--- config.mk ---
export PLATFORM = sky130hd
export DESIGN_NAME = mbe_front
export DESIGN_NICKNAME = d
export VERILOG_FILES = /design/src/rtl/mbe_pkg.sv /design/src/rtl/mbe_front.sv
export SDC_FILE = /design/constraint.sdc
export NUM_CORES = 2
export LEC_CHECK = 0
export BUFFER_PORTS_ARGS = -buffer_cell sky130_fd_sc_hd__buf_2
export CORE_MARGIN = 2
export CORE_UTILIZATION = 40
export DETAILED_ROUTE_END_ITERATION = 8
export GPL_ROUTABILITY_DRIVEN = 0
export PLACE_DENSITY = 0.64
export RECOVER_POWER = 50
export SYNTH_ARGS = -nofsm -noshare
export SYNTH_HDL_FRONTEND = slang
export SYNTH_SLANG_ARGS = --single-unit
--- constraint.sdc ---
create_clock -name clk -period 7.92 [get_ports clk]
set_input_delay 2.376 -clock clk [delete_from_list [all_inputs] [get_ports clk]]
set_output_delay 2.376 -clock clk [all_outputs]
set_load 0.005 [all_outputs]
--- src/rtl/mbe_pkg.sv ---
`default_nettype none
// ============================================================================
// mbe_pkg
// Shared types, constants and a helper function for the escape-time evaluator.
// ============================================================================
package mbe_pkg;

  localparam int PIXEL_INDEX_BITS = 10;
  localparam int Q_FRAC           = 28;
  localparam int COORD_W          = 32;
  localparam int STEP_W           = 31;
  localparam int COUNT_W          = 16;
  localparam int GREEN_W          = 8;
  localparam int SQ_W             = 36;
  localparam int SUM_W            = 48;
  localparam int PROD_W           = PIXEL_INDEX_BITS + STEP_W;
  localparam int CFG_INDEX_W      = 3;
  localparam int CFG_DATA_W       = 32;
  localparam int QUEUE_DEPTH      = 2;
  localparam int QUEUE_PTR_W      = $clog2(QUEUE_DEPTH);
  localparam int QUEUE_CNT_W      = $clog2(QUEUE_DEPTH + 1);

  localparam logic [CFG_INDEX_W-1:0] REG_ORIGIN_X       = 3'd0;
  localparam logic [CFG_INDEX_W-1:0] REG_ORIGIN_Y       = 3'd1;
  localparam logic [CFG_INDEX_W-1:0] REG_STEP_X         = 3'd2;
  localparam logic [CFG_INDEX_W-1:0] REG_STEP_Y         = 3'd3;
  localparam logic [CFG_INDEX_W-1:0] REG_MAX_ITERATIONS = 3'd4;

  localparam logic signed [COORD_W-1:0] ORIGIN_X_RESET = -32'sd590558003;
  localparam logic signed [COORD_W-1:0] ORIGIN_Y_RESET = -32'sd429496730;
  localparam logic [STEP_W-1:0]         STEP_X_RESET   = 31'd1342177;
  localparam logic [STEP_W-1:0]         STEP_Y_RESET   = 31'd1342177;
  localparam logic [COUNT_W-1:0]        MAX_ITER_RESET = 16'd100;

  localparam logic [SQ_W:0] ESCAPE_LIMIT = (SQ_W + 1)'(64'd4 << Q_FRAC);

  typedef struct packed {
    logic signed [COORD_W-1:0] origin_x;
    logic signed [COORD_W-1:0] origin_y;
    logic [STEP_W-1:0]         step_x;
    logic [STEP_W-1:0]         step_y;
    logic [COUNT_W-1:0]        max_iterations;
  } config_t;

  typedef struct packed {
    logic [PIXEL_INDEX_BITS-1:0] col;
    logic [PIXEL_INDEX_BITS-1:0] row;
    logic signed [COORD_W-1:0]   cx;
    logic signed [COORD_W-1:0]   cy;
  } item_t;

  typedef struct packed {
    logic empty;
    logic full;
  } queue_status_t;

  function automatic logic signed [COORD_W-1:0] sat_coord(input logic signed [SUM_W-1:0] v);
    logic signed [SUM_W-1:0] hi;
    logic signed [SUM_W-1:0] lo;
    hi = {{(SUM_W - COORD_W + 1){1'b0}}, {(COORD_W - 1){1'b1}}};
    lo = {{(SUM_W - COORD_W + 1){1'b1}}, {(COORD_W - 1){1'b0}}};
    if (v > hi) begin
      return hi[COORD_W-1:0];
    end else if (v < lo) begin
      return lo[COORD_W-1:0];
    end
    return v[COORD_W-1:0];
  endfunction

endpackage
`default_nettype wire

--- src/rtl/mbe_front.sv ---
`default_nettype none
// ============================================================================
// mbe_front
// Accepts pixel commands and maps each pixel to its point c in Q4.28.
// ============================================================================
module mbe_front (
  input  wire logic                                 clk,
  input  wire logic                                 rst,
  input  wire logic                                 start,
  input  wire logic [mbe_pkg::PIXEL_INDEX_BITS-1:0] pixel_column,
  input  wire logic [mbe_pkg::PIXEL_INDEX_BITS-1:0] pixel_row,
  input  wire mbe_pkg::config_t                     cfg,
  input  wire mbe_pkg::queue_status_t               qstat,
  output logic                                      busy,
  output logic                                      push,
  output mbe_pkg::item_t                            push_item
);

  logic                                 accept;
  logic                                 s1_valid;
  logic [mbe_pkg::PIXEL_INDEX_BITS-1:0] s1_col;
  logic [mbe_pkg::PIXEL_INDEX_BITS-1:0] s1_row;
  logic [mbe_pkg::PROD_W-1:0]           s1_prod_x;
  logic [mbe_pkg::PROD_W-1:0]           s1_prod_y;
  logic signed [mbe_pkg::SUM_W-1:0]     sum_x;
  logic signed [mbe_pkg::SUM_W-1:0]     sum_y;

  assign busy   = rst | s1_valid | qstat.full;
  assign accept = start & ~busy;

  always_ff @(posedge clk) begin
    if (rst) begin
      s1_valid <= 1'b0;
    end else begin
      s1_valid <= accept;
    end
  end

  always_ff @(posedge clk) begin
    if (accept) begin
      s1_col    <= pixel_column;
      s1_row    <= pixel_row;
      s1_prod_x <= mbe_pkg::PROD_W'(pixel_column) * mbe_pkg::PROD_W'(cfg.step_x);
      s1_prod_y <= mbe_pkg::PROD_W'(pixel_row) * mbe_pkg::PROD_W'(cfg.step_y);
    end
  end

  assign sum_x = mbe_pkg::SUM_W'(cfg.origin_x) + mbe_pkg::SUM_W'($signed({1'b0, s1_prod_x}));
  assign sum_y = mbe_pkg::SUM_W'(cfg.origin_y) + mbe_pkg::SUM_W'($signed({1'b0, s1_prod_y}));

  assign push         = s1_valid;
  assign push_item.col = s1_col;
  assign push_item.row = s1_row;
  assign push_item.cx  = mbe_pkg::sat_coord(sum_x);
  assign push_item.cy  = mbe_pkg::sat_coord(sum_y);

endmodule
`default_nettype wire

* After elaboration in Yosys (flattened, before gate mapping) *
Index checks and enable logic that the tools add are counted.

storage, ports and cells
  flip-flop bits (word level) = 103
  logic and storage cells = 27
  output and inout port bits = 86
  input port bits = 167

cells by class
  multiplexer cells = 10
  order comparisons = 4
  add/subtract/negate cells = 2
  multipliers = 2
  bitwise operators = 4

operator list
  operator              count
  $mux 32               6
  $add 32x42->43        2
  $gt 43x32->1 const B  2
  $lt 43x32->1 const B  2
  $mul 10x31->41        2
  $mux 1                4
  $or 1x1->1            2
  $and 1x1->1           1
  $not 1->1             1

* Longest topological paths before layout *
  depth after elaboration = 5
  mapped depth = 24
  mapped depth without buffers = 23

* Least setup slack after synthesis *
Ideal clock, no wire load.

  kind = in2reg
  from = input pixel_column[1] in the netlist's numbering
  to = register s1_prod_x[40] in the netlist's numbering, data pin
  required time = 7.661 ns
  slack = -0.174 ns
  library setup time = 0.259 ns
  path buffers = 1
  arrival = 7.835 ns
  stages on the path = 24
  cell sequence = clkbuf_1 -> nand2_1 -> fa_1 -> inv_1 -> fa_1 -> inv_1 -> fa_1 -> inv_1 -> fa_1 -> inv_1 -> fa_1 -> inv_1 -> ha_1 -> nor3_1 -> o21ai_0 -> a2111oi_0 -> o21ai_0 -> a211oi_1 -> o21ai_0 -> a31oi_1 -> nor2b_1 -> o31ai_1 -> a21oi_1 -> xnor2_1

between the ends
  longest elaborated chain between the ends = 1

RTL lines
  what                  RTL line         text
  from (decl)           mbe_front.sv:10  input wire logic [mbe_pkg::PIXEL_INDEX_BITS-1:0] pixel_column,
  $mul 10x31->41        mbe_front.sv:43  s1_prod_x <= mbe_pkg::PROD_W'(pixel_column) * mbe_pkg::PROD_W'(cfg.step_x);
  to (signal assigned)  mbe_front.sv:43
  to (decl)             mbe_front.sv:23  logic [mbe_pkg::PROD_W-1:0] s1_prod_x;

Every way passes these cells.
A chain may end at the register's enable or synchronous reset.

==> impl_results.md <==
* Worst min path class: register to register
* Library cells used by synthesis at 82
* Top cells by count, synth: 462 x fa_1, 459 x inv_1, 382 x nand2_1, 331 x and2_1, 236 x ha_1
* Antenna Nets Post-Route at 0
* Post-synth top area cell: fa_1
* Hold slack at 0.543 ns
* Synth area leaders: fa_1 34%, edfxtp_1 11%, ha_1 11%, and2_1 7.6%, inv_1 6.3%
* Max clock buf depth at 2
* Antenna violations before repair at 11
* CP max FO at 8
* Multi-input logic area at 0.0227 sq mm
* Syn Inst Count at 3,053
* First-pass DRT Iterations at 6
* Post-layout minimum cycle time at 8.24 ns
* Total CTS buffers at 9
* Core Region at 0.0673 sq mm
* Fillers at 6,219
* Most common cell in the netlist: fa_1
* Routed via count at 22,700
* Gr ovfl total at 0
* Main flop type after synthesis: edfxtp_1
* Grt peak-use layer: met2
* DRT iter0 DRCs at 1,214
* WL per Instance at 16.8 microns
* Port Buffers at 235
* Die Span Y at 265 microns
* Critical path arrival at 5.86 ns
* Clock tree sinks at 103
* # DRC at 0
* Leak at 16.7 nW
* Final WS setup at -0.321 ns
* Status: complete, but fails checks
* CTS H-Tree Depth at 3
* Setup crit end kind: output port
* Share of the synthesized area in the top cell type at 34.0%
* Rel. slew slack at -119%
* Share of cells above drive strength 1 at 23.7%
* Final period utilization at 104%
* First-pass GRT wire length at 121,000 microns
* Crit path buffers/inverters at 5
* Die Area at 0.0700 sq mm
* Setup-failing EPs final at 62
* Largest net degree at the start of global routing at 52
* Worst-Skew Late Latency at 0.40 ns
* Startpoint Class: input pin
* Fin nets at 4,442
* Power Density at 437 mW/mm^2
* FF-to-FF setup slack at 4.14 ns
* Root buf cell: clkbuf_16
* Worst slew pin tran at 3.29 ns
* Detailed-route vias per instance at 5.09
* Worst path max stage delay at 0.51 ns
* CTS tree: done
* Setup TNS at -12.47 ns
* Starting density of the core at 40.4%
* Cell Area, Synth at 0.0272 sq mm
* Clock skew at 0.0149 ns
* Seq/Total Area, Yosys at 11.3%
* Fin cells at 4,463
* Final hold vios at 0
* M1 GR Usage at 30.3%
* VDD IR-drop max at 307 uV
* Area growth syn-to-layout at 24.6%
* # IOs at 253
* Placed Instances at 4,409
* Width of the chip at 265 microns
* Max_cap viols at 3
* Max Freq at 121 MHz
* CP required at 5.54 ns
* Max-slew violations at 137
* Number of synthesized flops with an enable pin at 102
* Register Area at 0.00308 sq mm
* Async set-reset flop share out of synthesis at 0%
* Cell family with most CP delay: compound AO/OA/AOI/OAI gates
* Avg Inst Size Synth at 8.90 sq um
* Wirelength, routed at 75,000 microns
* CP max-delay cell: or4_4
* Dpl hpwl at 61,500 microns
* WS Path Type: input pin to output port
* Grt met2 use at 34.9%
* Failing checks: max-capacitance violations, max-slew violations, negative setup slack
* Reg clk slew, reported paths at 0.09 ns
* Met3 Use GR at 2.61%
* Syn. warnings at 0
* Flops & latches, synth at 103
* Syn nets at 3,918
* Vias in the first global route at 23,200
* Overall Global Routing Usage at 21.5%
* CP cell instances: buf_6, ha_4, inv_2, fa_2, nand2b_4, a21oi_4, a211oi_4, a2111oi_4, o31ai_4, nand2_1, a21oi_1, o311a_1, or4_4, o31ai_4, buf_6, buf_16, o21ai_2, buf_2
* RSZ-0062 raised after global routing: yes
* Cell Rows at 95
where the power goes:
part	switching (mW)	total [mW]	leakage, nW	internal, mW
combinational	6.73	13.0	15.6	6.25
clock	0.247	0.494	0.147	0.248
sequential	0.106	1.33	0.942	1.22
placed cells by master, fill, tap and decap left out, drive strengths merged, types with 5 or more instances in the layout:
| master | count |
|---|---|
| buf | 651 |
| fa | 462 |
| inv | 461 |
| nand2 | 382 |
| and2 | 332 |
| ha | 236 |
| a21oi | 145 |
| o21ai | 139 |
| edfxtp | 102 |
| xnor2 | 93 |
| a21o | 89 |
| nor2 | 78 |
| xor2 | 50 |
| clkbuf | 37 |
| nand3 | 27 |
| a211oi | 26 |
| nor3 | 25 |
| nand4 | 24 |
| nor2b | 23 |
| nand2b | 23 |
| o21a | 22 |
| o21bai | 17 |
| and3 | 15 |
| a31oi | 15 |
| o211ai | 10 |
| o31ai | 10 |
| diode | 8 |
| or3 | 7 |
| and4 | 6 |
| nor4 | 6 |
| a221oi | 5 |
logic make-up (layout without fill, tap and decap cells):
kind of cell / count (synthesis) / in the layout / synth area share [%]
simple gates: 956 / 956 / 17.7
fa+ha+maj: 698 / 698 / 44.9
buf+inv: 625 / 1154 / 8.76
compound gates: 526 / 526 / 12.6
xor+xnor: 143 / 143 / 4.61
flops: 103 / 103 / 11.3
mux: 2 / 2 / 0.0829
other cells: 0 / 8 / 0
flip-flops by register name (all words and copies together) (netlist names):
register and count:
s1_row 10, push 1, s1_prod_y 41, s1_prod_x 41, s1_col 10
stage by stage:
| stage | total power [mW] | instance area, sq um | worst slack, ns | util [%] |
|---|---|---|---|---|
| 4_1_cts | 14.4 | 33300 | -0.261 | 49.6 |
| 3_3_place_gp | 13.3 | 32100 | -0.405 | 47.8 |
| 5_1_grt | 16.3 | 33900 | -0.464 | 50.3 |
| 6_report | 14.8 | 33900 | -0.321 | 50.3 |
| 3_5_place_dp | 13.5 | 32100 | -0.447 | 47.8 |
| 2_1_floorplan | 8.99 | 27200 | 0.00367 | - |
repair_timing:
action                                  4_1_cts  5_1_grt
gates cloned                                  9        0
endpoints found under the setup margin       63       80
buffers inserted                             19       12
hold buffers                                  0        0
gates resized for setup                     138      111
pin swaps                                    48       70
area by class of cell:
cell class                 instances  share of cell area [%]
antenna                            8                  0.0591
clock buffer                      10                   0.676
clock inverter                     6                   0.196
inverter                         459                    5.09
multi-input combinational       2325                    67.1
sequential                       103                    9.11
tap                              873                    3.23
timing repair buffer             679                    14.5
layer usage:
| layer | vias up | wire (microns) |
|---|---|---|
| met5 | - | 26 |
| met4 | 4 | 1650 |
| met3 | 97 | 3380 |
| met2 | 524 | 35600 |
| met1 | 11300 | 34400 |
| li1 | 10800 | - |
worst min-delay path, stage by stage (launching register included):
cell and delay, ns:
dfxtp_1 0.33, or3_1 0.14, nor2_1 0.04
final timing paths:
check                  to    start  cells past startpoint
max          push_item[9]  cfg[78]                     18
min                  push     push                      2
min reg2reg          push     push                      2
max reg2reg  s1_prod_y[9]     push                      3
Power figures use the tool's default switching activity.
