File: config.mk
export PLATFORM = sky130hd
export DESIGN_NAME = mbe_queue
export DESIGN_NICKNAME = d
export VERILOG_FILES = /design/src/rtl/mbe_pkg.sv /design/src/rtl/mbe_queue.sv
export SDC_FILE = /design/constraint.sdc
export NUM_CORES = 1
export LEC_CHECK = 0
export ABC_AREA = 1
export BUFFER_PORTS_ARGS = -buffer_cell sky130_fd_sc_hd__buf_2
export CORE_UTILIZATION = 25
export CTS_BUF_LIST = sky130_fd_sc_hd__clkbuf_8
export DETAILED_ROUTE_END_ITERATION = 7
export HOLD_SLACK_MARGIN = 0.05
export PLACE_DENSITY_LB_ADDON = 0.12
export SETUP_SLACK_MARGIN = 0.2
export SLEW_MARGIN = 30
export SYNTH_ARGS = -nofsm -noshare
export SYNTH_HDL_FRONTEND = slang
export SYNTH_SLANG_ARGS = --single-unit
File: constraint.sdc
create_clock -name clk -period 12.47 [get_ports clk]
set_input_delay 2.494 -clock clk [delete_from_list [all_inputs] [get_ports clk]]
set_output_delay 2.494 -clock clk [all_outputs]
set_load 0.02 [all_outputs]
File: src/rtl/mbe_pkg.sv
`default_nettype none
// ============================================================================
// mbe_pkg
// Shared types, constants and a helper function for the escape-time evaluator.
// ============================================================================
package mbe_pkg;

  localparam int PIXEL_INDEX_BITS = 10;
  localparam int Q_FRAC           = 28;
  localparam int COORD_W          = 32;
  localparam int STEP_W           = 31;
  localparam int COUNT_W          = 16;
  localparam int GREEN_W          = 8;
  localparam int SQ_W             = 36;
  localparam int SUM_W            = 48;
  localparam int PROD_W           = PIXEL_INDEX_BITS + STEP_W;
  localparam int CFG_INDEX_W      = 3;
  localparam int CFG_DATA_W       = 32;
  localparam int QUEUE_DEPTH      = 2;
  localparam int QUEUE_PTR_W      = $clog2(QUEUE_DEPTH);
  localparam int QUEUE_CNT_W      = $clog2(QUEUE_DEPTH + 1);

  localparam logic [CFG_INDEX_W-1:0] REG_ORIGIN_X       = 3'd0;
  localparam logic [CFG_INDEX_W-1:0] REG_ORIGIN_Y       = 3'd1;
  localparam logic [CFG_INDEX_W-1:0] REG_STEP_X         = 3'd2;
  localparam logic [CFG_INDEX_W-1:0] REG_STEP_Y         = 3'd3;
  localparam logic [CFG_INDEX_W-1:0] REG_MAX_ITERATIONS = 3'd4;

  localparam logic signed [COORD_W-1:0] ORIGIN_X_RESET = -32'sd590558003;
  localparam logic signed [COORD_W-1:0] ORIGIN_Y_RESET = -32'sd429496730;
  localparam logic [STEP_W-1:0]         STEP_X_RESET   = 31'd1342177;
  localparam logic [STEP_W-1:0]         STEP_Y_RESET   = 31'd1342177;
  localparam logic [COUNT_W-1:0]        MAX_ITER_RESET = 16'd100;

  localparam logic [SQ_W:0] ESCAPE_LIMIT = (SQ_W + 1)'(64'd4 << Q_FRAC);

  typedef struct packed {
    logic signed [COORD_W-1:0] origin_x;
    logic signed [COORD_W-1:0] origin_y;
    logic [STEP_W-1:0]         step_x;
    logic [STEP_W-1:0]         step_y;
    logic [COUNT_W-1:0]        max_iterations;
  } config_t;

  typedef struct packed {
    logic [PIXEL_INDEX_BITS-1:0] col;
    logic [PIXEL_INDEX_BITS-1:0] row;
    logic signed [COORD_W-1:0]   cx;
    logic signed [COORD_W-1:0]   cy;
  } item_t;

  typedef struct packed {
    logic empty;
    logic full;
  } queue_status_t;

  function automatic logic signed [COORD_W-1:0] sat_coord(input logic signed [SUM_W-1:0] v);
    logic signed [SUM_W-1:0] hi;
    logic signed [SUM_W-1:0] lo;
    hi = {{(SUM_W - COORD_W + 1){1'b0}}, {(COORD_W - 1){1'b1}}};
    lo = {{(SUM_W - COORD_W + 1){1'b1}}, {(COORD_W - 1){1'b0}}};
    if (v > hi) begin
      return hi[COORD_W-1:0];
    end else if (v < lo) begin
      return lo[COORD_W-1:0];
    end
    return v[COORD_W-1:0];
  endfunction

endpackage
`default_nettype wire

File: src/rtl/mbe_queue.sv
`default_nettype none
// ============================================================================
// mbe_queue
// Short queue of mapped points between the front end and the iteration engine.
// ============================================================================
module mbe_queue (
  input  wire logic                   clk,
  input  wire logic                   rst,
  input  wire logic                   push,
  input  wire mbe_pkg::item_t         push_item,
  input  wire logic                   pop,
  output mbe_pkg::item_t              pop_item,
  output mbe_pkg::queue_status_t      status
);

  mbe_pkg::item_t                    entries [mbe_pkg::QUEUE_DEPTH];
  logic [mbe_pkg::QUEUE_PTR_W-1:0]   wr_ptr;
  logic [mbe_pkg::QUEUE_PTR_W-1:0]   rd_ptr;
  logic [mbe_pkg::QUEUE_CNT_W-1:0]   count;

  always_ff @(posedge clk) begin
    if (push) begin
      entries[wr_ptr] <= push_item;
    end
  end

  always_ff @(posedge clk) begin
    if (rst) begin
      wr_ptr <= '0;
      rd_ptr <= '0;
      count  <= '0;
    end else begin
      if (push) begin
        wr_ptr <= wr_ptr + 1'b1;
      end
      if (pop) begin
        rd_ptr <= rd_ptr + 1'b1;
      end
      unique case ({push, pop})
        2'b10:   count <= count + 1'b1;
        2'b01:   count <= count - 1'b1;
        default: count <= count;
      endcase
    end
  end

  assign pop_item     = entries[rd_ptr];
  assign status.empty = (count == '0);
  assign status.full  = (count == mbe_pkg::QUEUE_CNT_W'(mbe_pkg::QUEUE_DEPTH));

endmodule
`default_nettype wire

; Word-level counts from Yosys, hierarchy flattened
; Memory sizes are Yosys's and may differ from the RTL's. A register that Yosys moved wholly into a read port is not among the register bits.
; Cells that the tools add are included.
[classes]
add_sub_neg = 4
reduce_logical = 2
eq_ne = 3
muxes = 5
[op_table]
columns = cell, count
row1 = "equality test 2 bit, second input constant", 2
row2 = two-way mux 1 bit, 4
row3 = case mux 2 bit (2 select lines), 1
row4 = "adder 1 bit, second input constant", 2
row5 = "adder 2 x 1 -> 2 bit, second input constant", 1
row6 = "equality test 2 x 1 -> 1 bit, second input constant", 1
row7 = zero test 2 bit, 1
row8 = nonzero test 2 bit, 1
row9 = "subtractor 2 x 1 -> 2 bit, second input constant", 1
[word_totals]
ram_bits = 168
regBits = 4
word_cells = 18
mem_count = 1
[memory_table]
columns = memory, words, width, rd, rd_clocked_by_memory_dff, write_ports, line_no
row1 = entries, 2, 84, 1, 1, 1, mbe_queue.sv:16  ; mbe_pkg::item_t entries [mbe_pkg::QUEUE_DEPTH];

; Depth between registers and ports, before layout
; Gate-level depths: netlist of run 1.
[depth]
ltp_word = 3
depth_mapped = 7
depth_no_buf = 7

; Worst setup path before layout of run 1
; Ideal clock, no wire load.
[synth_path]
path_kind = input-to-reg
from = input port push
to = memory entries[0][0] (netlist bit) (enable)
stages = 2
arrival_time_ns = 6.073
slack_ns = 5.867
cell_sequence = inv_1 > nor2_1
[synth_via]
elab_chain_cells = 2
[synth_lines]
columns = element, line_no
row1 = start: declaration, mbe_queue.sv:9  ; input wire logic push,
row2 = two-way mux 1 bit, mbe_queue.sv:22  ; if (push) begin
row3 = two-way mux 1 bit (not written as such), mbe_queue.sv:23  ; entries[wr_ptr] <= push_item;
row4 = end: declaration, mbe_queue.sv:16
; Every way passes these cells.

==> results.yml, run 1 <==
layout:
  finalNonFillerCells: 825
  layout.nets: 570
  drive_gt1_share_pct: 59.31
  multi_input_area_sq_um: 1277
  final-seq-area_sq_um: 5149
  fillCellCount: 2564
  syn_to_final_growth_pct: 25.16
  fin_area_sq_um: 8173
logic_synthesis:
  synth_top_family_by_area: "multiplexers"
  synthTopCellsByCount: "edfxtp_1, mux2_4, mux2_2, nor2_1"
  synth_most_common_cell: "edfxtp_1"
  synth_cells: 294
  yosys_register_bits: 173
  synth.yosys.seq_area_share_pct: 78.79
  synth_area_leaders: "edfxtp_1, mux2_4, mux2_2"
  synth-compound-area-share_pct: 0.1533
  yosys.area_share.simple_pct: 1.035
  syn_nets: 383
  synth-edff-count: 168
  synthFlopType: "edfxtp_1"
  synth_top_area_cell: "edfxtp_1"
  synth_mux_area_share_pct: 17.93
  synth_top_area_share_pct: 77.26
  syn_avg_cell_area_sq_um: 22.21
  synth_area_sq_um: 6530
  ys_types: 15
  async_flop_share_pct: 0
  synth-xor-area-share_pct: 0.1341
  yosys_warnings: 0
  synthAdderAreaFrac_pct: 0.1916
power_and_ir_drop:
  pwr-share-clk_pct: 32.4
  power_switching_mw: 0.3108
  swShare_pct: 24.79
  seq_power_share_pct: 54.6
  internal-power_mw: 0.9429
  peakVddDrop_mv: 0.05160
  powerDensity_nw_per_um2: 153.4
  p_leak_nw: 3.141
  combPwrFrac_pct: 13.0
global_route:
  gr-usage-all-layers_pct: 9.927
  grt_remaining_overflow: 0
  antenna_found_initial: 1
  grt_pass1_vias: 3505
  grt_pass1_wl_mm: 19.34
  grt_max_degree: 50
min_path:
  hp-class: "flop to flop"
sta:
  max_slew.worst_pin.slew_ns: 0.9442
  setup_slack_ns: 7.368
  worst_clock_skew_ns: 0.008409
  timing.setup.tns_ns: 0
  hold_viol_final: 0
  rsz0062_at_grt: "false"
  layout_min_cycle_time_ns: 5.102
  timing.fmax_mhz: 196.0
  setup_viol: 0
  slew_violations: 0
  max_slew_margin_pct: 37.05
  finalCritPeriodShare_pct: 40.92
clock_network:
  clkTransAtPathRegs_ns: 0.09
  clkSinkCount: 173
  cts_root_buffer: "clkbuf_8"
  numCtsBuffers: 17
  post_cts_buffers: 0
  ctsHoldBuffers: 0
  ctsHtreeMaxLevel: 4
  cts-resized-gates: 0
  clk_latency_ns: 0.44
  cts_tree: "built"
  cts.path.max_buffers: 2
critical_path:
  crit_buf_inv: 2
  crit_chain: "buf_4, mux2_2, buf_2"
  start_kind: "flop"
  end_kind: "output port"
  worstPathArrival_ns: 2.61
  crit_path_max_incr_delay_ns: 0.80
  crit_fanout: 49
  crit_path_top_delay_cell: "buf_4"
  critical_path_class: "flop to output port"
  required_ns: 9.98
  crit_family: "buffers and inverters"
drt:
  wl_per_cell_um: 15.70
  drt_iter0_drc: 158
  drt_wl_total_mm: 12.95
  drtPass1Iterations: 4
  viasPerCell: 3.935
  route.vias.total: 3246
  antenna_left: 0
  drc: 0
die:
  die_w_um: 163.6
  die-height_um: 163.6
  coreArea_sq_um: 25400
  num_rows: 58
  dieArea_sq_um: 26770
  start_util_pct: 25.71
  io_pins: 174
place:
  globalplace.congestion: 0.6437
  portBuffers: 173
  place_hpwl_mm: 8.296
  pre_cts_slack_ns: 7.740
  place_inst: 792
  placed_cell_area_sq_um: 7764
outcome:
  run_status: "completed"
job:
  cap_violations: 0
sequential cells by signal, indices dropped and copies added, names as in the netlist, named ones only:
signal and cells:
count 2, entries 168, rd_ptr 1, wr_ptr 1
placed cells by master (no fill, tap or decap), types with 2 or more instances in the layout:
| cell type | instances |
|---|---|
| nand2_1 | 5 |
| buf_4 | 4 |
| mux2_4 | 60 |
| inv_1 | 8 |
| edfxtp_1 | 168 |
| inv_6 | 3 |
| mux2_2 | 24 |
| clkinvlp_4 | 3 |
| clkinv_4 | 2 |
| clkbuf_8 | 17 |
| dfxtp_1 | 4 |
| buf_2 | 173 |
| nor2_1 | 9 |
| bufinv_16 | 3 |
final timing paths:
check        startpoint             end  slack (ns)  cells after the start
max                flop    pop_item[75]        7.37                      3
min reg2reg      rd_ptr          rd_ptr        0.52                      2
max reg2reg      wr_ptr  entries[0][66]       10.46                      3
min              rd_ptr          rd_ptr        0.52                      2
metal layers:
metal	up-vias	track usage [%]	wire [um]
li1	1516	-	-
met1	1606	12.27	5815
met2	117	15.77	6085
met3	7	3.961	934
met4	0	3.157	116
met5	-	0	0
power by group through the flow:
stage | registers (mW) | logic (mW) | clock network, mW
finish | 0.684 | 0.164 | 0.406
global route | 0.688 | 0.177 | 0.452
CTS | 0.686 | 0.168 | 0.429
detailed placement | 0.699 | 0.167 | 0
global placement | 0.698 | 0.166 | 0
floorplan | 0.694 | 0.115 | 0
worst reg2reg max path: cells and delay by family, from the launching register on:
family | cells | cell delay [ns]
buf+inv | 2 | 1.13
simple gates | 1 | 0.10
flops | 1 | 0.35
area by class of cell:
cell class | instances | share of cell area, %
well taps | 330 | 5.052
multi-input cells | 105 | 15.63
flip-flops and latches | 173 | 63.00
clock buffers | 17 | 2.863
repair buffers | 177 | 10.96
inverters | 7 | 0.3521
clock inverters | 15 | 2.113
diodes | 1 | 0.03062
stage by stage:
stage / utilization (%) / power [mW] / hold WS (ns)
2_1_floorplan: - / 0.8090 / 0.4799
3_3_place_gp: 30.57 / 0.8636 / 0.5034
3_5_place_dp: 30.57 / 0.8667 / 0.5025
4_1_cts: 32.17 / 1.283 / 0.5284
5_1_grt: 32.17 / 1.317 / 0.5743
6_report: 32.18 / 1.254 / 0.5241
cells by family (layout without fill, tap and decap cells):
kind of cell	after synthesis	count (layout)
flip-flops	173	173
multiplexers	84	84
AND/OR/NAND/NOR	17	17
buffers and inverters	16	216
AO/OA/AOI/OAI	2	2
adder cells (fa/ha/maj)	1	1
XOR/XNOR	1	1
other	0	1
(Power assumes the default switching activity.)
==> run 2, diff against run 1 <==
==> constraint.sdc (replaced) <==
create_clock -name clk -period 4.2 [get_ports clk]
set_input_delay 0.84 -clock clk [delete_from_list [all_inputs] [get_ports clk]]
set_output_delay 0.84 -clock clk [all_outputs]
set_load 0.02 [all_outputs]
==> results.yml, run 2 (same netlist as run 1, synthesis figures left out) <==
critical_path:
  end_kind: "output port"
  worstPathArrival_ns: 2.24
  crit_fanout: 47
  critical_path_class: "flop to output port"
  start_kind: "flop"
  required_ns: 3.36
clock_network:
  ctsHtreeMaxLevel: 4
  clk_latency_ns: 0.45
  clkTransAtPathRegs_ns: 0.09
  post_cts_buffers: 0
  clkSinkCount: 173
  numCtsBuffers: 17
  cts_tree: "built"
  cts.path.max_buffers: 2
  cts-resized-gates: 0
  cts_root_buffer: "clkbuf_8"
  ctsHoldBuffers: 0
layout:
  multi_input_area_sq_um: 1277
  syn_to_final_growth_pct: 24.76
  final_cell_mix: "buf_2, edfxtp_1, mux2_4, mux2_2, clkbuf_8"
  fillCellCount: 2534
  final-seq-area_sq_um: 5149
  drive_gt1_share_pct: 59.84
  largestRegisters: "entries (168), count (2)"
  layout.nets: 574
  largest-register: "entries"
  largest_reg_flops: 168
  layout_commonest_cell: "buf_2"
  fin_area_sq_um: 8147
  diodes: 0
global_route:
  antenna_found_initial: 1
  gr-usage-all-layers_pct: 9.926
  grt_pass1_vias: 3538
  grt_max_degree: 70
  grt_pass1_wl_mm: 19.53
  grt_remaining_overflow: 0
sta:
  max_slew.worst_pin.slew_ns: 0.8472
  finalCritPeriodShare_pct: 73.43
  max_slew_margin_pct: 43.52
  layout_min_cycle_time_ns: 3.084
  timing.fmax_mhz: 324.3
  hold_viol_final: 0
  setup_viol: 0
  whs_ns: 0.5289
  worst_clock_skew_ns: 0.01039
  rsz0062_at_grt: "false"
  slew_violations: 0
  timing.setup.tns_ns: 0
outcome:
  run_status: "completed"
place:
  placed_cell_area_sq_um: 7796
  globalplace.congestion: 0.6706
  portBuffers: 173
  place_hpwl_mm: 8.426
power_and_ir_drop:
  powerDensity_nw_per_um2: 438.4
  p_leak_nw: 3.136
  pwr-share-clk_pct: 29.4
  swShare_pct: 26.31
  internal-power_mw: 2.632
  combPwrFrac_pct: 13.5
  peakVddDrop_mv: 0.2349
  seq_power_share_pct: 57.1
  power_switching_mw: 0.9396
  total_power_mw: 3.571
min_path:
  hp-class: "flop to flop"
die:
  dieArea_sq_um: 26770
  die-height_um: 163.6
  start_util_pct: 25.71
  io_pins: 174
  coreArea_sq_um: 25400
  die_w_um: 163.6
  num_rows: 58
job:
  cap_violations: 0
drt:
  wl_per_cell_um: 15.67
  route.vias.total: 3271
  antenna_left: 0
  drtPass1Iterations: 4
  viasPerCell: 3.950
  drt_iter0_drc: 97
  drt_wl_total_mm: 12.97
  drc: 0
-- run 2: cell count changes in the layout (fill, tap and decap cells not counted), moves of 2 or more --
cell	change
clkinv_4	+2
buf_4	+4
inv_6	+2
bufinv_16	-3
-- run 2: through the flow --
stage | setup WS [ns] | cells | utilization (%)
after global routing | 0.9348 | 828 | 32.07
after detailed placement | 1.496 | 796 | 30.69
after CTS | 0.9773 | 828 | 32.07
after global placement | 1.528 | 796 | 30.68
final | 1.116 | 828 | 32.07
after floorplan | 0.7126 | 294 | -
-- run 2: worst max-delay path: stages, from the launching register on --
cell and delay, ns:
dfxtp_4 0.92, buf_4 0.37, mux2_4 0.32, buf_2 0.16
-- run 2: path summary, 6_finish.rpt --
| kind | from | endpoint | slack [ns] | cells after the start |
|---|---|---|---|---|
| setup / recovery | flop | pop_item[43] | 1.12 | 3 |
| hold / removal | rd_ptr | flop | 0.53 | 2 |
| setup reg to reg | wr_ptr | entries[1][39] | 2.51 | 3 |
| hold reg to reg | rd_ptr | flop | 0.53 | 2 |
-- run 2: layout make-up --
cell class                 count  area share, %
inverter                       7         0.3840
multi-input combinational    105          15.68
timing repair buffer         181          11.37
clock inverter                15          1.428
sequential                   173          63.20
clock buffer                  17          2.872
tap                          330          5.068
-- run 2: power by group through the flow --
stage | combinational (mW) | clock [mW] | sequential, mW
after global placement | 0.488 | 0 | 2.08
after detailed placement | 0.494 | 0 | 2.08
after CTS | 0.495 | 1.11 | 2.04
after global routing | 0.519 | 1.17 | 2.05
final | 0.482 | 1.05 | 2.04
after floorplan | 0.343 | 0 | 2.06
-- run 2: per-layer routing --
metal	wire (um)	share of wire, %	vias up	GRT usage (%)
met5	12	0.093	-	0
met1	5599	43	1611	11.74
met2	6230	48	120	16.06
met4	136	1.0	2	3.325
met3	992	7.6	13	4.317
li1	-	-	1525	-
